==> config.mk <==
export PLATFORM = sky130hd
export DESIGN_NAME = serial_frame_builder_sum8
export DESIGN_NICKNAME = d
export VERILOG_FILES = /design/src/rtl/core/sfb_pkg.sv /design/src/rtl/core/sfb_queue.sv /design/src/rtl/core/sfb_front.sv /design/src/rtl/core/sfb_back.sv /design/src/rtl/core/serial_frame_builder_sum8.sv
export SDC_FILE = /design/constraint.sdc
export NUM_CORES = 1
export LEC_CHECK = 0
export BUFFER_PORTS_ARGS = -buffer_cell sky130_fd_sc_hd__buf_4
export CELL_PAD_IN_SITES_DETAIL_PLACEMENT = 1
export CELL_PAD_IN_SITES_GLOBAL_PLACEMENT = 2
export CORE_MARGIN = 2
export CORE_UTILIZATION = 41
export CTS_CLUSTER_SIZE = 28
export DETAILED_ROUTE_END_ITERATION = 8
export PLACE_DENSITY = 0.85
export SLEW_MARGIN = 20
export SYNTH_ARGS = -nofsm -noshare
export SYNTH_HDL_FRONTEND = slang
export SYNTH_HIERARCHICAL = 1
export SYNTH_SLANG_ARGS = --single-unit
export TNS_END_PERCENT = 1
==> constraint.sdc <==
create_clock -name clk -period 3.8 [get_ports clk]
set_input_delay 0.76 -clock clk [delete_from_list [all_inputs] [get_ports clk]]
set_output_delay 0.76 -clock clk [all_outputs]
set_load 0.005 [all_outputs]
==> src/rtl/core/sfb_pkg.sv <==
// Shared types and constants of the serial frame builder.
package sfb_pkg;

	localparam int MAX_PAYLOAD = 1024;
	localparam logic [15:0] FRAME_OVERHEAD = 16'd6;

	localparam logic CMD_START = 1'b0;
	localparam logic CMD_DATA = 1'b1;

	localparam logic REG_HEADER_FIRST = 1'b0;
	localparam logic REG_HEADER_SECOND = 1'b1;

	localparam logic [7:0] HEADER_FIRST_RESET = 8'hAA;
	localparam logic [7:0] HEADER_SECOND_RESET = 8'h55;

	localparam logic [2:0] SLOT_HDR0 = 3'd0;
	localparam logic [2:0] SLOT_HDR1 = 3'd1;
	localparam logic [2:0] SLOT_LEN_HI = 3'd2;
	localparam logic [2:0] SLOT_LEN_LO = 3'd3;
	localparam logic [2:0] SLOT_CODE = 3'd4;
	localparam logic [2:0] SLOT_SUM = 3'd5;
	localparam logic [2:0] SLOT_FIRST = 3'd0;
	localparam logic [2:0] SLOT_SECOND = 3'd1;

	typedef struct packed {
		logic        command;
		logic [7:0]  frame_code;
		logic [10:0] payload_length;
		logic [7:0]  data_byte;
	} in_word_t;

	typedef struct packed {
		logic [7:0] out_byte;
		logic       run_last;
		logic       frame_end;
	} out_word_t;

	typedef struct packed {
		logic       start;
		logic [7:0] first_byte;
		logic [7:0] len_hi;
		logic [7:0] len_lo;
		logic [7:0] sum;
		logic       with_sum;
	} job_t;

endpackage

==> src/rtl/core/sfb_queue.sv <==
// Small job queue between the front and back parts of the frame builder.
module sfb_queue
	import sfb_pkg::*;
#(
	parameter int DEPTH = 4
) (
	input  logic clk,
	input  logic arst_n,
	input  logic push,
	input  job_t push_job,
	input  logic pop,
	output job_t head_job,
	output logic full,
	output logic empty
);

	localparam int PTR_W = (DEPTH > 1) ? $clog2(DEPTH) : 1;
	localparam int CNT_W = $clog2(DEPTH + 1);
	localparam logic [PTR_W-1:0] PTR_LAST = PTR_W'(DEPTH - 1);
	localparam logic [CNT_W-1:0] CNT_FULL = CNT_W'(DEPTH);

	job_t q_mem_q [DEPTH];
	logic [PTR_W-1:0] wr_ptr_q;
	logic [PTR_W-1:0] rd_ptr_q;
	logic [CNT_W-1:0] count_q;

	assign full = (count_q == CNT_FULL);
	assign empty = (count_q == '0);
	assign head_job = q_mem_q[rd_ptr_q];

	always_ff @(posedge clk) begin
		if (push) begin
			q_mem_q[wr_ptr_q] <= push_job;
		end
	end

	always_ff @(posedge clk or negedge arst_n) begin
		if (!arst_n) begin
			wr_ptr_q <= '0;
			rd_ptr_q <= '0;
			count_q <= '0;
		end else begin
			if (push) begin
				wr_ptr_q <= (wr_ptr_q == PTR_LAST) ? '0 : wr_ptr_q + 1'b1;
			end
			if (pop) begin
				rd_ptr_q <= (rd_ptr_q == PTR_LAST) ? '0 : rd_ptr_q + 1'b1;
			end
			if (push && !pop) begin
				count_q <= count_q + 1'b1;
			end else if (pop && !push) begin
				count_q <= count_q - 1'b1;
			end
		end
	end

endmodule

==> src/rtl/core/sfb_front.sv <==
// Front part: accepts input words, tracks the open frame and queues byte jobs.
module sfb_front
	import sfb_pkg::*;
(
	input  logic     clk,
	input  logic     arst_n,
	input  logic     in_valid,
	output logic     in_ready,
	input  in_word_t in_data,
	input  logic     q_full,
	output logic     q_push,
	output job_t     q_job
);

	logic        frame_open_q;
	logic [10:0] remaining_q;
	logic [7:0]  sum_q;

	logic        accept;
	logic [10:0] plen_c;
	logic [15:0] total;
	logic [7:0]  start_sum;
	logic [7:0]  data_sum;
	logic [10:0] rem_next;
	logic        is_start;

	assign in_ready = !q_full;
	assign accept = in_valid && in_ready;
	assign is_start = (in_data.command == CMD_START);

	always_comb begin
		if ({6'b0, in_data.payload_length} > 17'(MAX_PAYLOAD)) begin
			plen_c = 11'(MAX_PAYLOAD);
		end else begin
			plen_c = in_data.payload_length;
		end
		total = 16'(plen_c) + FRAME_OVERHEAD;
		start_sum = total[15:8] + total[7:0] + in_data.frame_code;
		data_sum = sum_q + in_data.data_byte;
		rem_next = (remaining_q == '0) ? '0 : remaining_q - 1'b1;
	end

	always_comb begin
		q_job.start = is_start;
		q_job.len_hi = total[15:8];
		q_job.len_lo = total[7:0];
		if (is_start) begin
			q_job.first_byte = in_data.frame_code;
			q_job.sum = start_sum;
			q_job.with_sum = (plen_c == '0);
		end else begin
			q_job.first_byte = in_data.data_byte;
			q_job.sum = data_sum;
			q_job.with_sum = (rem_next == '0);
		end
	end

	assign q_push = accept && (is_start || frame_open_q);

	always_ff @(posedge clk or negedge arst_n) begin
		if (!arst_n) begin
			frame_open_q <= 1'b0;
			remaining_q <= '0;
			sum_q <= '0;
		end else if (accept) begin
			if (is_start) begin
				if (plen_c == '0) begin
					frame_open_q <= 1'b0;
					remaining_q <= '0;
					sum_q <= '0;
				end else begin
					frame_open_q <= 1'b1;
					remaining_q <= plen_c;
					sum_q <= start_sum;
				end
			end else if (frame_open_q) begin
				remaining_q <= rem_next;
				if (rem_next == '0) begin
					frame_open_q <= 1'b0;
					sum_q <= '0;
				end else begin
					sum_q <= data_sum;
				end
			end
		end
	end

endmodule

==> src/rtl/core/sfb_back.sv <==
// Back part: plays queued jobs out as frame bytes into the output register.
module sfb_back
	import sfb_pkg::*;
(
	input  logic      clk,
	input  logic      arst_n,
	input  logic [7:0] header_first,
	input  logic [7:0] header_second,
	input  job_t      head_job,
	input  logic      q_empty,
	output logic      q_pop,
	output logic      out_valid,
	input  logic      out_ready,
	output out_word_t out_data
);

	logic [2:0] idx_q;
	logic       out_valid_q;
	out_word_t  out_data_q;

	logic       advance;
	logic [2:0] last_idx;
	logic [2:0] slot;
	logic       at_last;
	logic [7:0] sel_byte;

	assign out_valid = out_valid_q;
	assign out_data = out_data_q;
	assign advance = !q_empty && (!out_valid_q || out_ready);

	always_comb begin
		if (head_job.start) begin
			last_idx = head_job.with_sum ? SLOT_SUM : SLOT_CODE;
			slot = idx_q;
		end else begin
			last_idx = head_job.with_sum ? SLOT_SECOND : SLOT_FIRST;
			slot = (idx_q == SLOT_FIRST) ? SLOT_CODE : SLOT_SUM;
		end
		at_last = (idx_q == last_idx);
	end

	always_comb begin
		unique case (slot)
			SLOT_HDR0:   sel_byte = header_first;
			SLOT_HDR1:   sel_byte = header_second;
			SLOT_LEN_HI: sel_byte = head_job.len_hi;
			SLOT_LEN_LO: sel_byte = head_job.len_lo;
			SLOT_CODE:   sel_byte = head_job.first_byte;
			SLOT_SUM:    sel_byte = head_job.sum;
			default:     sel_byte = '0;
		endcase
	end

	assign q_pop = advance && at_last;

	always_ff @(posedge clk) begin
		if (advance) begin
			out_data_q.out_byte <= sel_byte;
			out_data_q.run_last <= at_last;
			out_data_q.frame_end <= (slot == SLOT_SUM);
		end
	end

	always_ff @(posedge clk or negedge arst_n) begin
		if (!arst_n) begin
			idx_q <= '0;
			out_valid_q <= 1'b0;
		end else begin
			if (advance) begin
				out_valid_q <= 1'b1;
				idx_q <= at_last ? '0 : idx_q + 1'b1;
			end else if (out_ready) begin
				out_valid_q <= 1'b0;
			end
		end
	end

endmodule

==> src/rtl/core/serial_frame_builder_sum8.sv <==
// Top level of the serial frame builder with header registers and APB port.
//
//   Channel  Direction  Handshake          Word
//   in       input      in_valid/in_ready  in_word_t (command, code, length, byte)
//   out      output     out_valid/out_ready out_word_t (byte, run_last, frame_end)
//   cfg      input      APB, pready high   header_first at 0x0, header_second at 0x4
//
// A start word produces five or six bytes, a data word inside a frame one or two and a data
// word outside a frame none; the bytes leave one per cycle while out_ready is high. A data
// word in steady flow is taken and sent on in every cycle while out_ready is high; the back
// part's byte sequencer sets the rate, so start and closing words hold the input only when
// the queue fills. An accepted word is written into the queue first and its first byte then
// into the output register; it waits longer while earlier bytes are still queued.
// Reset clears the frame state, the queue and the output valid flag, and restores the headers.
module serial_frame_builder_sum8
	import sfb_pkg::*;
#(
	parameter int QUEUE_DEPTH = 4
) (
	input  logic        clk,
	input  logic        arst_n,
	input  logic        in_valid,
	output logic        in_ready,
	input  in_word_t    in_data,
	output logic        out_valid,
	input  logic        out_ready,
	output out_word_t   out_data,
	input  logic        psel,
	input  logic        penable,
	input  logic        pwrite,
	input  logic [2:0]  paddr,
	input  logic [31:0] pwdata,
	output logic [31:0] prdata,
	output logic        pready
);

	logic [7:0] header_first_q;
	logic [7:0] header_second_q;
	logic       reg_sel;
	logic       q_push;
	logic       q_pop;
	logic       q_full;
	logic       q_empty;
	job_t       push_job;
	job_t       head_job;

	assign pready = 1'b1;
	assign reg_sel = paddr[2];

	always_ff @(posedge clk or negedge arst_n) begin
		if (!arst_n) begin
			header_first_q <= HEADER_FIRST_RESET;
			header_second_q <= HEADER_SECOND_RESET;
		end else if (psel && penable && pwrite && pready) begin
			unique case (reg_sel)
				REG_HEADER_FIRST:  header_first_q <= pwdata[7:0];
				REG_HEADER_SECOND: header_second_q <= pwdata[7:0];
				default:           header_first_q <= header_first_q;
			endcase
		end
	end

	always_comb begin
		unique case (reg_sel)
			REG_HEADER_FIRST:  prdata = {24'b0, header_first_q};
			REG_HEADER_SECOND: prdata = {24'b0, header_second_q};
			default:           prdata = '0;
		endcase
	end

	sfb_front u_front (
		.clk      (clk),
		.arst_n   (arst_n),
		.in_valid (in_valid),
		.in_ready (in_ready),
		.in_data  (in_data),
		.q_full   (q_full),
		.q_push   (q_push),
		.q_job    (push_job)
	);

	sfb_queue #(
		.DEPTH (QUEUE_DEPTH)
	) u_queue (
		.clk      (clk),
		.arst_n   (arst_n),
		.push     (q_push),
		.push_job (push_job),
		.pop      (q_pop),
		.head_job (head_job),
		.full     (q_full),
		.empty    (q_empty)
	);

	sfb_back u_back (
		.clk           (clk),
		.arst_n        (arst_n),
		.header_first  (header_first_q),
		.header_second (header_second_q),
		.head_job      (head_job),
		.q_empty       (q_empty),
		.q_pop         (q_pop),
		.out_valid     (out_valid),
		.out_ready     (out_ready),
		.out_data      (out_data)
	);

	a_end_is_last: assert property (@(posedge clk) disable iff (!arst_n)
		out_valid && out_data.frame_end |-> out_data.run_last)
		else $error("checksum byte not marked as the last of its word");

	a_no_pop_empty: assert property (@(posedge clk) disable iff (!arst_n)
		q_pop |-> !q_empty)
		else $error("job taken from an empty queue");

	a_no_push_full: assert property (@(posedge clk) disable iff (!arst_n)
		q_push |-> !q_full)
		else $error("job written into a full queue");

	a_pop_fills_out: assert property (@(posedge clk) disable iff (!arst_n)
		q_pop |=> out_valid && out_data.run_last)
		else $error("finished job did not leave a last byte in the output register");

endmodule
# --- Word level (Yosys, flattened, before mapping) ---
# Memory sizes are Yosys's and may differ from the RTL's.
# Index checks and enable logic that the tools add are counted.
# Widths: inputs -> output; s select.
op_classes:
  add_sub_neg: 10
  order_cmp: 1
  eq_ne: 10
  mux: 31
  bitwise_logic: 2
  n_reduce_logical: 26
ops:
  columns: ["cell", "n"]
  rows:
  - ["$pmux 32 s2", 1]
  - ["$mux 11", 5]
  - ["$pmux 8 s6", 1]
  - ["$mux 8", 5]
  - ["$logic_not 11->1", 3]
  - ["$add 8x8->8", 3]
  - ["$mux 3", 5]
  - ["$add 11x3->12 const B", 1]
  - ["$gt 11x11->1 const B", 1]
  - ["$mux 1", 11]
  - ["$sub 11x1->11 const B", 1]
  - ["$eq 3x3->1 const B", 3]
  - ["$logic_not 3->1", 3]
  - ["$mux 9", 1]
  - ["$logic_and 1x1->1", 8]
  - ["$add 3x1->3 const B", 2]
  - ["$eq 3x2->1 const B", 2]
  - ["$reduce_and 2->1", 3]
  - ["$logic_not 1->1", 5]
  - ["$add 2x1->2 const B", 2]
  - ["$eq 2x2->1 const B", 2]
  - ["$mux 2", 2]
  - ["$reduce_bool 2->1", 2]
  - ["$eq 3x1->1 const B", 1]
  - ["other kinds (5)", 7]
totals:
  regBits: 57
  ram_bits: 120
  inputBits: 70
  out_inout_bits: 45
  elab_cells: 94
  memories: 1
memory_table:
  columns: ["name", "words", "width", "read_ports", "rd_ports_with_merged_regs", "wr", "line", "rtl"]
  rows:
  - ["u_queue.q_mem_q", 4, 30, 1, 0, 1, "sfb_queue.sv:22", "job_t q_mem_q [DEPTH];"]

# --- Logic depth before layout (Yosys ltp) ---
depth:
  depth_word: 8
  ltp_mapped: 19
  mapped_depth_nobuf: 17

# --- Hierarchy ---
# The synthesis kept the hierarchy.
modules_own_cells:
  columns: ["module", "n_inst", "cells_per_inst", "area_per_inst_um2", "seq_area_each_um2"]
  rows:
  - ["sfb_queue", 1, 215, 5375.2, 4259.1]
  - ["sfb_front", 1, 302, 2290.9, 500.5]
  - ["sfb_back", 1, 106, 1091.0, 400.4]
  - ["serial_frame_builder_sum8", 1, 70, 932.1, 410.4]

# --- Worst setup path after synthesis ---
# Ideal clock, no wire load.
synth_timing:
  path_kind: "in2reg"
  startpoint: "in in_data[18] in the netlist's numbering"
  endpoint: "mem u_queue/q_mem_q[0][8] in the netlist's numbering (data pin)"
  setup_time_ps: 282
  t_arrival_ps: 4154
  required_ps: 3518
  setup_slack_ps: -636
  path_stages: 19
  n_path_buf: 2
  cell_sequence: "buf_6 > clkbuf_1 > nand2b_1 > ha_1 > or4_4 > nor2_1 > xnor2_1 > or2_2 > fa_1 > inv_1 > ha_1 > inv_1 > fa_1 > nor2b_1 > o31a_1 > o22ai_1 > xor2_1 > nor2_1 > a21oi_1"
synth_rtl:
  columns: ["element", "line", "rtl"]
  rows:
  - ["start, declared", "serial_frame_builder_sum8.sv:24", "input in_word_t in_data,"]
  - ["end, declared", "sfb_queue.sv:22", null]

==> metrics.txt <==
# TYPE chip_impl_metric gauge
chip_impl_metric{name="detailedPlace.worstSlack",unit="ns"} -0.538
chip_impl_info{name="cts_root_buf",value="sky130_fd_sc_hd__clkbuf_16"} 1
chip_impl_metric{name="design.die.area",unit="mm²"} 0.0249
chip_impl_metric{name="ctsHoldBuffers",unit=""} 0
chip_impl_info{name="reg2reg_from",value="u_queue/rd_ptr_q[0]"} 1
chip_impl_metric{name="track_usage",unit="%"} 19.0
chip_impl_metric{name="p_sw_share",unit="%"} 34.9
chip_impl_metric{name="antenna_cells_inserted",unit=""} 0
chip_impl_metric{name="switchingPower",unit="mW"} 2.80
chip_impl_metric{name="clock_tree.buffer_depth",unit=""} 2
chip_impl_metric{name="die_width",unit="µm"} 158
chip_impl_metric{name="place_congestion",unit=""} 0.818
chip_impl_info{name="type_of_destination_of_the_critical_path",value="register"} 1
chip_impl_metric{name="post_drt_wl_per_cell",unit="µm"} 20.3
chip_impl_info{name="yosys.cell_count.top_type",value="sky130_fd_sc_hd__edfxtp_1"} 1
chip_impl_metric{name="critical_path_peak_fanout",unit=""} 4
chip_impl_metric{name="crit_arrival",unit="ns"} 3.99
chip_impl_metric{name="post_synthesis_instance_area",unit="mm²"} 0.00969
chip_impl_metric{name="initialDrtViolationCount",unit=""} 275
chip_impl_metric{name="grt_max_degree",unit=""} 48
chip_impl_metric{name="cts_max_level",unit=""} 4
chip_impl_metric{name="yosys.area.top_type_share",unit="%"} 45.2
chip_impl_info{name="synthDominantAreaCellType",value="sky130_fd_sc_hd__edfxtp_1"} 1
chip_impl_metric{name="hold_viol",unit=""} 0
chip_impl_metric{name="post-route-drc-count",unit=""} 0
chip_impl_metric{name="yosysWarningCount",unit=""} 6
chip_impl_metric{name="areaGrowthSynthToFinish",unit="%"} 15.6
chip_impl_metric{name="core_area",unit="mm²"} 0.0233
chip_impl_metric{name="post_synth_inst_count",unit=""} 693
chip_impl_metric{name="max_slew_headroom",unit="%"} 31.6
chip_impl_metric{name="yosys.area_share.xor_xnor",unit="%"} 2.39
chip_impl_info{name="crit-reg2reg-capture",value="u_queue/count_q[1]"} 1
chip_impl_metric{name="chipHeight",unit="µm"} 158
chip_impl_info{name="startpoint_type",value="input pin"} 1
chip_impl_metric{name="final.setup_skew",unit="ns"} 0.0108
chip_impl_info{name="netlist_top_cells_area",value="sky130_fd_sc_hd__edfxtp_1, sky130_fd_sc_hd__dfrtp_1, sky130_fd_sc_hd__mux4_2"} 1
chip_impl_info{name="crit_type",value="input pin to register"} 1
chip_impl_metric{name="num_io_pins",unit=""} 115
chip_impl_metric{name="setup_viol_count_final",unit=""} 0
chip_impl_metric{name="final_cell_area",unit="mm²"} 0.0112
chip_impl_metric{name="share_of_synthesized_cell_area_in_full_adder_half_adder_and_majority_cells",unit="%"} 4.93
chip_impl_metric{name="worstRegToRegCells",unit=""} 11
chip_impl_metric{name="synth-edff-count",unit=""} 146
chip_impl_metric{name="finalWorstPathRequiredPeriod",unit="ns"} 3.75
chip_impl_info{name="rsz0062_at_grt",value="yes"} 1
chip_impl_metric{name="finalNetCount",unit=""} 889
chip_impl_metric{name="vdd.ir_drop.worst",unit="V"} 0.000358
chip_impl_metric{name="detailed_place_hpwl",unit="mm"} 16.4
chip_impl_metric{name="grt_antenna_before_repair",unit=""} 0
chip_impl_metric{name="max_freq",unit="MHz"} 267
chip_impl_metric{name="count_of_standard_cell_rows",unit=""} 56
chip_impl_metric{name="required",unit="ns"} 4.04
chip_impl_metric{name="drt_pass1_iterations",unit=""} 5
chip_impl_metric{name="muxShareOfSynthArea",unit="%"} 14.5
chip_impl_metric{name="port_buffers",unit=""} 63
chip_impl_metric{name="synth_compound_area_share",unit="%"} 6.91
chip_impl_metric{name="routed-via-count",unit=""} 5924
chip_impl_metric{name="p_leak",unit="nW"} 4.28
chip_impl_metric{name="globalRouteOverflowTotal",unit=""} 0
chip_impl_metric{name="power.density_cell_area",unit="mW/mm²"} 715
chip_impl_metric{name="rrSetupSlack",unit="ns"} 0.48
chip_impl_metric{name="p_clk_share",unit="%"} 22.6
chip_impl_metric{name="path_clk_slew",unit="ns"} 0.08
chip_impl_metric{name="synth-async-reset-ratio",unit="%"} 24.4
chip_impl_info{name="main_combinational_cell_family_by_area_after_synthesis",value="multiplexers"} 1
chip_impl_metric{name="clock_insertion_delay_worst_skew",unit="ns"} 0.43
chip_impl_metric{name="route.antenna.remaining_nets",unit=""} 0
chip_impl_info{name="worst_hold_path_type",value="input pin to asynchronous set/reset pin"} 1
chip_impl_metric{name="num-fill-cells",unit=""} 2382
chip_impl_metric{name="cts_num_sinks",unit=""} 193
chip_impl_info{name="netlist_top_cells_count",value="sky130_fd_sc_hd__edfxtp_1, sky130_fd_sc_hd__o21ai_0, sky130_fd_sc_hd__nor2_1"} 1
chip_impl_metric{name="combPwrFrac",unit="%"} 36.9
chip_impl_metric{name="worst-slew-pin-transition",unit="ns"} 1.02
chip_impl_metric{name="finalWorstSetupSlack",unit="ns"} 0.0531
chip_impl_info{name="cts_tree",value="yes"} 1
chip_impl_info{name="outcome",value="finished clean"} 1
chip_impl_metric{name="ys_seq_area_share",unit="%"} 57.5
chip_impl_metric{name="synth_simple_gate_area_share",unit="%"} 7.54
chip_impl_metric{name="cts_made_buffers",unit=""} 17
chip_impl_metric{name="final_max_slew_viol_count",unit=""} 0
chip_impl_metric{name="power.internal",unit="mW"} 5.21
chip_impl_metric{name="first_global_vias",unit=""} 6265
chip_impl_metric{name="drt-total-wl",unit="mm"} 22.7
chip_impl_metric{name="drt-vias-per-instance",unit=""} 5.30
chip_impl_metric{name="ys_ff_latch",unit=""} 193
chip_impl_metric{name="drive_gt1_share",unit="%"} 28.4
chip_impl_metric{name="post_synth_num_cell_types",unit=""} 59
chip_impl_metric{name="fin_crit_sh",unit="%"} 98.6
chip_impl_metric{name="grt_first_pass_wirelength",unit="mm"} 35.2
chip_impl_metric{name="sequentialPowerShare",unit="%"} 40.5
chip_impl_metric{name="dpl_cell_area",unit="mm²"} 0.0106
chip_impl_metric{name="syn-mean-instance-area",unit="µm²"} 14.0
chip_impl_metric{name="floorplan.initialDensity",unit="%"} 41.5
chip_impl_metric{name="count_of_max_cap_constraint_violations",unit=""} 0
chip_impl_info{name="synth-main-ff-cell",value="sky130_fd_sc_hd__edfxtp_1"} 1
==> sequential cells by signal, indices dropped and copies added (netlist names) <==
| register | cells |
|---|---|
| u_back/out_valid | 1 |
| u_queue/count_q | 3 |
| u_back/idx_q | 3 |
| u_front/sum_q | 8 |
| u_queue/rd_ptr_q | 2 |
| u_back/out_data | 10 |
| u_queue/q_mem_q | 136 |
| u_front/frame_open_q | 1 |
| header_second_q | 8 |
| u_queue/wr_ptr_q | 2 |
| u_front/remaining_q | 11 |
| header_first_q | 8 |
==> routing by layer <==
metal  GRT usage, %  wire, µm  vias to the layer above
met5              0         0                        -
met4           6.28       456                        0
met3           4.16      1080                       28
met2           32.4     11400                      162
met1           24.1      9680                     3010
li1               -         -                     2724
==> worst max-delay path by stage <==
stage	start	end	cells past startpoint	slack, ns
global route	in_data[18]	u_queue/q_mem_q[3][8]	18	-0.10
global placement	in_data[18]	u_queue/q_mem_q[0][8]	18	-0.41
finish	in_data[18]	u_queue/q_mem_q[3][8]	18	0.05
CTS	in_data[18]	u_queue/q_mem_q[3][8]	18	-0.01
floorplan	in_data[18]	u_queue/q_mem_q[0][8]	19	-0.36
detailed placement	in_data[18]	u_queue/q_mem_q[0][8]	18	-0.54
==> power by group through the flow <==
stage	Combinational [mW]	Clock [mW]	Sequential, mW
2_1_floorplan	2.18	0	3.16
3_3_place_gp	2.79	0	3.23
3_5_place_dp	2.95	0	3.29
4_1_cts	2.99	1.85	3.24
5_1_grt	3.28	1.92	3.30
6_report	2.96	1.81	3.24
==> area by class of cell <==
cell class | count | area [µm²] | share of cell area, %
flip-flops and latches | 193 | 5570 | 49.7
multi-input cells | 432 | 3700 | 33.1
repair buffers | 104 | 781 | 6.97
clock buffers | 17 | 425 | 3.80
well taps | 319 | 399 | 3.56
clock inverters | 15 | 181 | 1.62
inverters | 37 | 139 | 1.24
==> stage by stage <==
stage                     TNS [ns]  hold slack [ns]  power [mW]  instances  util, %
after global routing        -0.486            0.386        8.50       1117     48.0
after CTS                  -0.0553            0.373        8.09       1117     47.9
after floorplan              -2.91            0.456        5.34        720        -
after detailed placement     -7.81            0.496        6.24       1084     45.2
after global placement       -5.32            0.472        6.02       1084     45.2
final                            0            0.357        8.01       1117     48.0
==> critical path, stage by stage <==
cell and delay (ns):
sky130_fd_sc_hd__buf_4 0.12, sky130_fd_sc_hd__nand2b_4 0.14, sky130_fd_sc_hd__ha_4 0.16, sky130_fd_sc_hd__or4_4 0.45
sky130_fd_sc_hd__nor2_4 0.10, sky130_fd_sc_hd__xnor2_1 0.06, sky130_fd_sc_hd__or2_4 0.24, sky130_fd_sc_hd__fa_1 0.43
sky130_fd_sc_hd__inv_1 0.07, sky130_fd_sc_hd__ha_2 0.18, sky130_fd_sc_hd__inv_2 0.04, sky130_fd_sc_hd__fa_2 0.36
sky130_fd_sc_hd__nor2b_2 0.13, sky130_fd_sc_hd__o31a_1 0.19, sky130_fd_sc_hd__o22ai_2 0.09, sky130_fd_sc_hd__xor2_2 0.17
sky130_fd_sc_hd__nor2_1 0.07, sky130_fd_sc_hd__a21oi_2 0.23
==> repair_timing <==
item	CTS	global route
setup buffers	1	0
hold endpoints to repair	0	0
pin swaps	3	3
endpoints found under the setup margin	4	13
resized for setup	3	4
==> cell families (layout without fill, tap and decap cells) <==
kind of cell | after synthesis | in the layout
flip-flops | 193 | 193
AND/OR/NAND/NOR | 140 | 140
AO/OA/AOI/OAI | 111 | 111
buffers and inverters | 95 | 173
multiplexers | 92 | 92
adder cells (fa/ha/maj) | 34 | 34
XOR/XNOR | 24 | 24
other | 4 | 31
==> layout by cell type (no fill, tap or decap), types with 4 or more instances in the layout <==
cell | netlist | final
sky130_fd_sc_hd__a211oi_1 | 10 | 10
sky130_fd_sc_hd__a21oi_1 | 27 | 26
sky130_fd_sc_hd__a32oi_1 | 6 | 6
sky130_fd_sc_hd__and2_1 | 5 | 5
sky130_fd_sc_hd__buf_4 | 34 | 104
sky130_fd_sc_hd__clkbuf_16 | 0 | 17
sky130_fd_sc_hd__conb_1 | 4 | 31
sky130_fd_sc_hd__dfrtp_1 | 39 | 38
sky130_fd_sc_hd__dfstp_2 | 8 | 8
sky130_fd_sc_hd__edfxtp_1 | 146 | 146
sky130_fd_sc_hd__fa_1 | 7 | 6
sky130_fd_sc_hd__ha_1 | 27 | 25
sky130_fd_sc_hd__inv_1 | 37 | 36
sky130_fd_sc_hd__inv_6 | 0 | 5
sky130_fd_sc_hd__inv_8 | 0 | 4
sky130_fd_sc_hd__mux2_2 | 32 | 32
sky130_fd_sc_hd__mux2i_1 | 26 | 26
sky130_fd_sc_hd__mux4_1 | 6 | 6
sky130_fd_sc_hd__mux4_2 | 28 | 28
sky130_fd_sc_hd__nand2_1 | 31 | 31
sky130_fd_sc_hd__nand2b_1 | 9 | 6
sky130_fd_sc_hd__nand3_1 | 11 | 11
sky130_fd_sc_hd__nor2_1 | 40 | 39
sky130_fd_sc_hd__nor2b_1 | 8 | 7
sky130_fd_sc_hd__nor3_1 | 6 | 6
sky130_fd_sc_hd__nor4_1 | 5 | 5
sky130_fd_sc_hd__o21ai_0 | 44 | 42
sky130_fd_sc_hd__or3_1 | 10 | 10
sky130_fd_sc_hd__xnor2_1 | 12 | 12
sky130_fd_sc_hd__xor2_1 | 10 | 9
Power figures use the tool's default switching activity.
